## config.mk

```make
export PLATFORM = sky130hd
export DESIGN_NAME = block_pool_slot_allocator_core
export DESIGN_NICKNAME = d
export VERILOG_FILES = /design/src/rtl/core/bpsa_pkg.sv /design/src/rtl/core/bpsa_ffs.sv /design/src/rtl/core/bpsa_map.sv /design/src/rtl/core/block_pool_slot_allocator_core.sv
export SDC_FILE = /design/constraint.sdc
export NUM_CORES = 2
export LEC_CHECK = 0
export ABC_CLOCK_PERIOD_IN_PS = 5900
export BUFFER_PORTS_ARGS = -buffer_cell sky130_fd_sc_hd__buf_2
export CORE_MARGIN = 4
export CORE_UTILIZATION = 55
export CTS_BUF_LIST = sky130_fd_sc_hd__clkbuf_16
export DETAILED_ROUTE_END_ITERATION = 6
export GPL_TIMING_DRIVEN = 0
export HOLD_SLACK_MARGIN = 0.15
export PLACE_DENSITY = 0.71
export RECOVER_POWER = 50
export SLEW_MARGIN = 30
export SYNTH_ARGS = -nofsm -noshare
export SYNTH_HDL_FRONTEND = slang
export SYNTH_SLANG_ARGS = --single-unit
export TNS_END_PERCENT = 5
```

## constraint.sdc

```tcl
create_clock -name clk -period 5.9 [get_ports clk]
set_input_delay 0.59 -clock clk [delete_from_list [all_inputs] [get_ports clk]]
set_output_delay 0.59 -clock clk [all_outputs]
set_load 0.1 [all_outputs]
```

## src/rtl/core/bpsa_pkg.sv

```systemverilog
// Shared types, widths and status codes of the block pool slot allocator.
// Depends on nothing; used by every module under rtl/core.
`timescale 1ns / 1ps

package bpsa_pkg;

  localparam int MAP_DEPTH        = 1024;
  localparam int WORD_W           = 32;
  localparam int MAP_WORDS        = MAP_DEPTH / WORD_W;
  localparam int WORD_AW          = $clog2(MAP_WORDS);
  localparam int BIT_W            = $clog2(WORD_W);
  localparam int SLOT_W           = $clog2(MAP_DEPTH);
  localparam int CNT_W            = SLOT_W + 1;
  localparam int BLKC_W           = 9;
  localparam int OPEN_W           = 7;
  localparam int STATUS_W         = 2;

  localparam int DEF_BLOCK_SLOTS  = 16;
  localparam int DEF_MAX_BLOCKS   = 64;

  localparam logic [STATUS_W-1:0] ST_OK          = 2'd0;
  localparam logic [STATUS_W-1:0] ST_DOUBLE_FREE = 2'd1;
  localparam logic [STATUS_W-1:0] ST_EXHAUSTED   = 2'd2;
  localparam logic [STATUS_W-1:0] ST_OUTSIDE     = 2'd3;

  localparam logic KIND_ALLOC = 1'b0;
  localparam logic KIND_FREE  = 1'b1;

  typedef struct packed {
    logic               en;
    logic [WORD_AW-1:0] addr;
    logic [WORD_W-1:0]  data;
  } map_wr_t;

  typedef struct packed {
    logic               en;
    logic [WORD_AW-1:0] addr;
  } map_rd_t;

endpackage

```

## src/rtl/core/bpsa_ffs.sv

```systemverilog
// Shared find-first-set unit: lowest set bit of one map word or summary word.
// Depends on bpsa_pkg.
`timescale 1ns / 1ps

module bpsa_ffs (
  input  logic [bpsa_pkg::WORD_W-1:0] vec,
  output logic                        found,
  output logic [bpsa_pkg::BIT_W-1:0]  idx
);

  always_comb begin
    found = |vec;
    idx   = '0;
    for (int i = bpsa_pkg::WORD_W - 1; i >= 0; i--) begin
      if (vec[i]) begin
        idx = bpsa_pkg::BIT_W'(i);
      end
    end
  end

endmodule

```

## src/rtl/core/bpsa_map.sv

```systemverilog
// Free-slot bitmap: word memory with one summary bit per word.
// A clear summary bit marks the word empty, whatever the memory holds.
// Depends on bpsa_pkg.
`timescale 1ns / 1ps

module bpsa_map (
  input  logic                           clk,
  input  logic                           rst_n,
  input  bpsa_pkg::map_wr_t              wr,
  input  bpsa_pkg::map_rd_t              rd,
  output logic [bpsa_pkg::WORD_W-1:0]    rd_data,
  output logic [bpsa_pkg::MAP_WORDS-1:0] summary
);

  logic [bpsa_pkg::WORD_W-1:0]    mem [bpsa_pkg::MAP_WORDS];
  logic [bpsa_pkg::WORD_W-1:0]    rd_q_r;
  logic                           rd_vld_r;
  logic [bpsa_pkg::MAP_WORDS-1:0] summ_r;

  always_ff @(posedge clk) begin
    if (wr.en) begin
      mem[wr.addr] <= wr.data;
    end
    if (rd.en) begin
      rd_q_r <= mem[rd.addr];
    end
  end

  always_ff @(posedge clk) begin
    if (!rst_n) begin
      summ_r   <= '0;
      rd_vld_r <= 1'b0;
    end else begin
      if (wr.en) begin
        summ_r[wr.addr] <= |wr.data;
      end
      if (rd.en) begin
        rd_vld_r <= summ_r[rd.addr];
      end
    end
  end

  assign rd_data = rd_vld_r ? rd_q_r : '0;
  assign summary = summ_r;

endmodule

```

## src/rtl/core/block_pool_slot_allocator_core.sv

```systemverilog
// Block pool slot allocator top level: request sequencer, counters, result register.
// Depends on bpsa_pkg, bpsa_ffs and bpsa_map.
//
//   channel | direction | tdata                                    | tuser
//   in_     | slave     | [9:0] slot_in                            | [0] kind
//   out_    | master    | [1:0] status [11:2] slot_out             | -
//           |           | [22:12] used_slots [29:23] open_blocks   |
//
// Allocate and free pass through accept, summary search or range check with the word
// read, word search and write back, and result load; an exhausted allocate or an
// outside free skips the word search.
// A block-opening allocate sweeps one map word per cycle over the map words the block spans.
// Reset clears the summary bits, so the map needs no clearing pass.
// in_tready is high only while idle; a stalled output holds one result and the next request.
`timescale 1ns / 1ps

module block_pool_slot_allocator_core #(
  parameter int BLOCK_SLOTS = bpsa_pkg::DEF_BLOCK_SLOTS,
  parameter int MAX_BLOCKS  = bpsa_pkg::DEF_MAX_BLOCKS
) (
  input  logic        clk,
  input  logic        rst_n,
  input  logic        in_tvalid,
  output logic        in_tready,
  input  logic [15:0] in_tdata,   // [9:0] slot_in
  input  logic [0:0]  in_tuser,   // [0] kind
  output logic        out_tvalid,
  input  logic        out_tready,
  output logic [31:0] out_tdata   // [1:0] status, [11:2] slot_out, [22:12] used_slots,
                                  // [29:23] open_blocks
);

  localparam int SW = bpsa_pkg::SLOT_W;
  localparam int CW = bpsa_pkg::CNT_W;
  localparam int BW = bpsa_pkg::BLKC_W;
  localparam int WW = bpsa_pkg::WORD_W;
  localparam int AW = bpsa_pkg::WORD_AW;
  localparam int XW = CW + 1;

  localparam logic [XW-1:0] BS_X    = XW'(BLOCK_SLOTS);
  localparam logic [XW-1:0] DEPTH_X = XW'(bpsa_pkg::MAP_DEPTH);
  localparam logic [BW-1:0] MAXB    = BW'(MAX_BLOCKS);

  localparam logic [2:0] S_IDLE = 3'd0;
  localparam logic [2:0] S_CMD  = 3'd1;
  localparam logic [2:0] S_WORD = 3'd2;
  localparam logic [2:0] S_OPEN = 3'd3;
  localparam logic [2:0] S_DONE = 3'd4;

  logic [2:0]                   state_r, state_nxt;
  logic                         kind_r, kind_nxt;
  logic [SW-1:0]                slot_r, slot_nxt;
  logic [AW-1:0]                word_r, word_nxt;
  logic [bpsa_pkg::STATUS_W-1:0] status_r, status_nxt;
  logic [SW-1:0]                grant_r, grant_nxt;
  logic [CW-1:0]                alloc_cnt_r, alloc_cnt_nxt;
  logic [BW-1:0]                blk_cnt_r, blk_cnt_nxt;
  logic [CW-1:0]                open_slots_r, open_slots_nxt;
  logic [SW-1:0]                lo_r, lo_nxt;
  logic [SW-1:0]                hi_r, hi_nxt;
  logic                         out_tvalid_r, out_tvalid_nxt;
  logic [31:0]                  out_tdata_r, out_tdata_nxt;

  bpsa_pkg::map_wr_t            map_wr;
  bpsa_pkg::map_rd_t            map_rd;
  logic [WW-1:0]                map_rdata;
  logic [bpsa_pkg::MAP_WORDS-1:0] map_summary;

  logic [WW-1:0]                ffs_vec;
  logic                         ffs_found;
  logic [bpsa_pkg::BIT_W-1:0]   ffs_idx;

  logic [XW-1:0]                next_end;
  logic                         can_open;
  logic [WW-1:0]                lo_mask, hi_mask;
  logic [WW-1:0]                bit_sel;
  logic                         load_out;

  bpsa_map u_map (
    .clk     (clk),
    .rst_n   (rst_n),
    .wr      (map_wr),
    .rd      (map_rd),
    .rd_data (map_rdata),
    .summary (map_summary)
  );

  bpsa_ffs u_ffs (
    .vec   (ffs_vec),
    .found (ffs_found),
    .idx   (ffs_idx)
  );

  assign next_end = {1'b0, open_slots_r} + BS_X;
  assign can_open = (blk_cnt_r < MAXB) && (next_end <= DEPTH_X);
  assign bit_sel  = WW'(1) << slot_r[bpsa_pkg::BIT_W-1:0];

  always_comb begin
    if (word_r > lo_r[SW-1 -: AW]) begin
      lo_mask = '1;
    end else if (word_r == lo_r[SW-1 -: AW]) begin
      lo_mask = '1 << lo_r[bpsa_pkg::BIT_W-1:0];
    end else begin
      lo_mask = '0;
    end
    if (word_r < hi_r[SW-1 -: AW]) begin
      hi_mask = '1;
    end else if (word_r == hi_r[SW-1 -: AW]) begin
      hi_mask = '1 >> (~hi_r[bpsa_pkg::BIT_W-1:0]);
    end else begin
      hi_mask = '0;
    end
  end

  always_comb begin
    state_nxt      = state_r;
    kind_nxt       = kind_r;
    slot_nxt       = slot_r;
    word_nxt       = word_r;
    status_nxt     = status_r;
    grant_nxt      = grant_r;
    alloc_cnt_nxt  = alloc_cnt_r;
    blk_cnt_nxt    = blk_cnt_r;
    open_slots_nxt = open_slots_r;
    lo_nxt         = lo_r;
    hi_nxt         = hi_r;
    out_tdata_nxt  = out_tdata_r;
    out_tvalid_nxt = out_tvalid_r;
    map_wr         = '0;
    map_rd         = '0;
    ffs_vec        = map_summary;
    load_out       = 1'b0;

    if (out_tvalid_r && out_tready) begin
      out_tvalid_nxt = 1'b0;
    end

    case (state_r)
      S_IDLE: begin
        if (in_tvalid) begin
          kind_nxt  = in_tuser[0];
          slot_nxt  = in_tdata[SW-1:0];
          state_nxt = S_CMD;
        end
      end
      S_CMD: begin
        grant_nxt  = '0;
        status_nxt = bpsa_pkg::ST_OK;
        if (kind_r == bpsa_pkg::KIND_ALLOC) begin
          ffs_vec = map_summary;
          if (ffs_found) begin
            map_rd.en   = 1'b1;
            map_rd.addr = AW'(ffs_idx);
            word_nxt    = AW'(ffs_idx);
            state_nxt   = S_WORD;
          end else if (can_open) begin
            lo_nxt    = SW'(open_slots_r + CW'(1));
            hi_nxt    = SW'(next_end - XW'(1));
            word_nxt  = open_slots_r[SW-1 -: AW];
            state_nxt = S_OPEN;
          end else begin
            status_nxt = bpsa_pkg::ST_EXHAUSTED;
            state_nxt  = S_DONE;
          end
        end else begin
          if ({1'b0, slot_r} >= open_slots_r) begin
            status_nxt = bpsa_pkg::ST_OUTSIDE;
            state_nxt  = S_DONE;
          end else begin
            map_rd.en   = 1'b1;
            map_rd.addr = slot_r[SW-1 -: AW];
            word_nxt    = slot_r[SW-1 -: AW];
            state_nxt   = S_WORD;
          end
        end
      end
      S_WORD: begin
        ffs_vec   = map_rdata;
        state_nxt = S_DONE;
        if (kind_r == bpsa_pkg::KIND_ALLOC) begin
          map_wr.en     = 1'b1;
          map_wr.addr   = word_r;
          map_wr.data   = map_rdata & ~(WW'(1) << ffs_idx);
          grant_nxt     = {word_r, ffs_idx};
          alloc_cnt_nxt = alloc_cnt_r + CW'(1);
        end else if ((map_rdata & bit_sel) != '0) begin
          status_nxt = bpsa_pkg::ST_DOUBLE_FREE;
        end else begin
          map_wr.en   = 1'b1;
          map_wr.addr = word_r;
          map_wr.data = map_rdata | bit_sel;
          if (alloc_cnt_r != '0) begin
            alloc_cnt_nxt = alloc_cnt_r - CW'(1);
          end
        end
      end
      S_OPEN: begin
        map_wr.en   = 1'b1;
        map_wr.addr = word_r;
        map_wr.data = lo_mask & hi_mask;
        if (word_r == hi_r[SW-1 -: AW]) begin
          grant_nxt      = open_slots_r[SW-1:0];
          blk_cnt_nxt    = blk_cnt_r + BW'(1);
          open_slots_nxt = CW'(next_end);
          alloc_cnt_nxt  = alloc_cnt_r + CW'(1);
          state_nxt      = S_DONE;
        end else begin
          word_nxt = word_r + AW'(1);
        end
      end
      S_DONE: begin
        if (!out_tvalid_r || out_tready) begin
          load_out       = 1'b1;
          out_tdata_nxt  = {2'b00, blk_cnt_r[bpsa_pkg::OPEN_W-1:0], alloc_cnt_r,
                            grant_r, status_r};
          out_tvalid_nxt = 1'b1;
          state_nxt      = S_IDLE;
        end
      end
      default: begin
        state_nxt = S_IDLE;
      end
    endcase
  end

  always_ff @(posedge clk) begin
    if (!rst_n) begin
      state_r      <= S_IDLE;
      alloc_cnt_r  <= '0;
      blk_cnt_r    <= '0;
      open_slots_r <= '0;
      out_tvalid_r <= 1'b0;
    end else begin
      state_r      <= state_nxt;
      alloc_cnt_r  <= alloc_cnt_nxt;
      blk_cnt_r    <= blk_cnt_nxt;
      open_slots_r <= open_slots_nxt;
      out_tvalid_r <= out_tvalid_nxt;
    end
  end

  always_ff @(posedge clk) begin
    kind_r      <= kind_nxt;
    slot_r      <= slot_nxt;
    word_r      <= word_nxt;
    status_r    <= status_nxt;
    grant_r     <= grant_nxt;
    lo_r        <= lo_nxt;
    hi_r        <= hi_nxt;
    out_tdata_r <= out_tdata_nxt;
  end

  assign in_tready  = (state_r == S_IDLE);
  assign out_tvalid = out_tvalid_r;
  assign out_tdata  = out_tdata_r;

  a_alloc_in_pool: assert property (@(posedge clk) disable iff (!rst_n)
    alloc_cnt_r <= open_slots_r)
    else $error("allocated count passes the open slots");

  a_blocks_in_limit: assert property (@(posedge clk) disable iff (!rst_n)
    blk_cnt_r <= MAXB && {1'b0, open_slots_r} <= DEPTH_X)
    else $error("open blocks pass the limit");

  a_accept_starts: assert property (@(posedge clk) disable iff (!rst_n)
    in_tvalid && in_tready |=> state_r == S_CMD)
    else $error("accepted request did not start");

  a_load_shows: assert property (@(posedge clk) disable iff (!rst_n)
    load_out |=> out_tvalid_r && state_r == S_IDLE)
    else $error("finished result not presented");

  a_open_grows: assert property (@(posedge clk) disable iff (!rst_n)
    state_r == S_OPEN && word_r == hi_r[SW-1 -: AW] |=> blk_cnt_r == $past(blk_cnt_r) + BW'(1))
    else $error("block sweep ended without opening a block");

endmodule

```

==> results.tsv <==
stage	metric	value	unit
synthesis	synth_edf_count	1125	
sta	fmax	167	MHz
critical_path	crit_path_end	u_map.rd_q_r[23]	
grt	gr-usage-all-layers	33.9	%
min_path	min-delay-start	out_tready	
critical_path	endpoint_kind	flip-flop	
critical_path	cp_num_buf_inv	3	
clock_tree	cts_root_buffer	clkbuf_16	
pwr	powerDensity	321	nW/um^2
min_path	hp-class	in -> reg	
placement	portBuffers	46	
sta	worst_slack	-74.5	ps
critical_path	r2r_cells	14	
synthesis	synth_cell_types	85	
synthesis	synthArstFlopShare	0	%
layout	multi_input_area	14400	um^2
synthesis	synth_area	49600	um^2
grt	grt_pass1_vias	33400	
sta	hold_violations	0	
layout	layout-drive-gt1-share	13.5	%
pwr	p_leak	18.9	nW
placement	pre_cts_ws	-1190	ps
synthesis	yosysMostFrequentCell	edfxtp_1	
layout	area_growth	17.3	%
critical_path	crit_type	reg -> reg	
layout	design_area	58200	um^2
sta	slew_violations	0	
layout	nNetsFinal	4051	
die	initial_core_util	55.8	%
detailed_routing	wl_per_cell	31.0	um
status	violations	negative setup slack	
detailed_routing	route.detailed.drc	0	
die	core	88900	um^2
detailed_routing	vias	35400	
sta	setup_violations	9	
synthesis	yosys.area.top_type	edfxtp_1	
clock_tree	cts-htree-levels	3	
clock_tree	cts_tree	yes	
critical_path	rr_endpoint	u_map.rd_q_r[23]	
synthesis	synth_ff_type	edfxtp_1	
detailed_routing	drt_iter0_markers	5469	
sta	fin_setup_tns	-391	ps
die	dieWidth	308	um
synthesis	netlist.area_leader.share	68.1	%
critical_path	cp_cell_sequence	buf_1 -> inv_1 -> ha_1 -> nand3_1 -> nor4_2 -> o211ai_1 -> a21oi_1 -> o2bb2ai_1 -> and3_1 -> nand3_1 -> clkbuf_2 -> o22ai_1 -> nor4_2 -> a22oi_1	
critical_path	cpLargestDelayFamily	simple AND/OR/NAND/NOR gates	
clock_tree	cts_buffers	114	
detailed_routing	viasPerCell	6.71	
status	outcome	complete, but fails checks	
clock_tree	clock_latency	730	ps
critical_path	crit_slowest_cell	nand3_1	
die	num_rows	109	
synthesis	ys_top_cells_by_count	edfxtp_1, nand2_1, a21oi_1	
clock_tree	clock-sinks	1189	
die	die_area	95000	um^2
sta	worst_pin_slew	1130	ps
synthesis	synth_seq_cells	1189	
synthesis	seq_area_frac_synth	70.7	%
synthesis	yosysWarnings	0	
layout	final-seq-area	35100	um^2
critical_path	cp-startpoint	open_slots_r[6]	
synthesis	avgSynthCellArea	13.2	um^2
placement	dpl.hpwl	115000	um
sta	rsz0062_at_grt	yes	
critical_path	startpoint_type	flip-flop	
synthesis	syn_inst	3742	
sta	slew_headroom	24.1	%
grt	grt_max_degree	34	
critical_path	reg2reg_slack	-70	ps
grt	grt_pass1_wl	231000	um
placement	gp_congestion	0.977	
pwr	vdd_drop_max	0.239	mV
critical_path	worstPathArrival	6370	ps
critical_path	crit_cells	14	
grt	grt_overflow	0	
synthesis	yosys-top-cells-area	edfxtp_1, nand2_1, mux2i_1	
sta	fin_crit	5970	ps
sta	clock_skew	42.6	ps
critical_path	cp_max_fo	10	
detailed_routing	drtPass1Iterations	6	
critical_path	critical_path.max_stage_delay	720	ps
layout	fillers	6252	
placement	dpl_cell_area	54000	um^2
die	chipHeight	308	um
critical_path	regToRegStartpoint	open_slots_r[6]	
detailed_routing	ant_nets	0	
critical_path	cp.required	6290	ps
clock_tree	path_clk_slew	70	ps
clock_tree	postCtsSetupRepairBufs	0	
job	drv_cap	0	
grt	antenna_found_initial	8	
clock_tree	cts_buffer_depth	3	
sta	fin_crit_sh	101	%
detailed_routing	wl	164000	um
die	top_level_ports	55	
==> state kept, by name, indices dropped and copies added, names as in the netlist <==
| register | cells |
|---|---|
| word_r | 5 |
| alloc_cnt_r | 11 |
| grant_r | 10 |
| open_slots_r | 7 |
| slot_r | 10 |
| status_r | 2 |
| lo_r | 6 |
| out_tdata | 30 |
| hi_r | 5 |
| blk_cnt_r | 9 |
| u_map.mem | 1024 |
| u_map.rd_q_r | 32 |
| kind_r | 1 |
| state_r | 3 |
| u_map.summary | 32 |
| out_tvalid | 1 |
| u_map.rd_vld_r | 1 |
==> stage by stage <==
step | instances | power, mW | utilization, % | hold WS [ps]
after floorplan | 3743 | 10.7 | - | 400
after global placement | 4954 | 11.4 | 57.7 | 404
after detailed placement | 5046 | 11.5 | 60.7 | 407
after CTS | 5267 | 18.6 | 65.3 | 227
after global routing | 5269 | 19.1 | 65.4 | 252
final | 5271 | 18.7 | 65.4 | 253
==> layer usage <==
layer / up-vias / global-route usage, % / wire length, um
met5: - / 0.657 / 99
met3: 521 / 8.16 / 20300
li1: 15000 / - / -
met1: 17300 / 44.0 / 58000
met2: 2578 / 52.0 / 73300
met4: 6 / 21.0 / 11900
==> cells in the final DEF, fill, tap and decap left out, drive strengths merged, types with 35 or more instances in the layout <==
cell type | synthesis | routed
clkbuf | 191 | 312
o21ai | 156 | 156
a21oi | 292 | 292
buf | 58 | 187
o22ai | 69 | 69
a2111oi | 35 | 35
a211oi | 69 | 69
nor3 | 46 | 46
inv | 34 | 60
clkinv | 0 | 51
nor2 | 146 | 146
a31oi | 55 | 55
dfxtp | 64 | 64
nand2 | 566 | 566
nand3 | 136 | 136
nor4 | 62 | 62
and3 | 66 | 66
a22oi | 51 | 51
mux2i | 172 | 172
edfxtp | 1125 | 1125
==> final cells by class <==
class                      count  area share [%]
clock inverter                95            1.28
inverter                      34           0.219
buffer                       249            1.90
sequential                  1189            60.3
timing repair buffer         149            4.15
clock buffer                 115            4.95
antenna                        4          0.0172
tap                         1165            2.51
multi-input combinational   2271            24.7
==> timing repair <==
action,4_1_cts,5_1_grt
hold endpoints to repair,11,0
hold buffers,11,0
resized for setup,68,71
endpoints found under the setup margin,33,32
==> worst register-to-register path, cell delays in order, from the launching register on <==
cell       delay, ps
dfxtp_1          330
buf_1            380
inv_1            170
ha_1             350
nand3_1          220
nor4_2           440
o211ai_1         170
a21oi_1          510
o2bb2ai_1        310
and3_1           400
nand3_1          720
clkbuf_2         550
o22ai_1          150
nor4_2           610
a22oi_1          350
==> where the power goes <==
| part | switching [mW] | internal (mW) | leakage (nW) |
|---|---|---|---|
| sequential | 0.115 | 9.31 | 9.66 |
| combinational | 1.50 | 0.585 | 7.37 |
| clock | 3.18 | 3.98 | 1.85 |
| total | 4.80 | 13.9 | 18.9 |
==> cell families (layout without fill, tap and decap cells) <==
| logic type | Yosys count | in the layout | share of synthesized area (%) |
|---|---|---|---|
| flip-flops | 1189 | 1189 | 70.7 |
| adder cells (fa/ha/maj) | 22 | 22 | 0.555 |
| multiplexers | 190 | 190 | 3.88 |
| AND/OR/NAND/NOR | 1150 | 1150 | 10.8 |
| AO/OA/AOI/OAI | 874 | 874 | 11.2 |
| buffers and inverters | 283 | 642 | 2.30 |
| XOR/XNOR | 33 | 33 | 0.583 |
| other | 1 | 6 | 0.00756 |
==> worst min path at each step <==
stage,slack [ps],end,cells after the start
finish,250,out_tvalid,4
global route,250,u_map.summary[3],3
CTS,230,u_map.summary[3],3
detailed placement,410,out_tdata[10],0
global placement,400,out_tdata[10],0
floorplan,400,out_tdata[0],0
No activity file was read; power rests on OpenSTA's default activity.
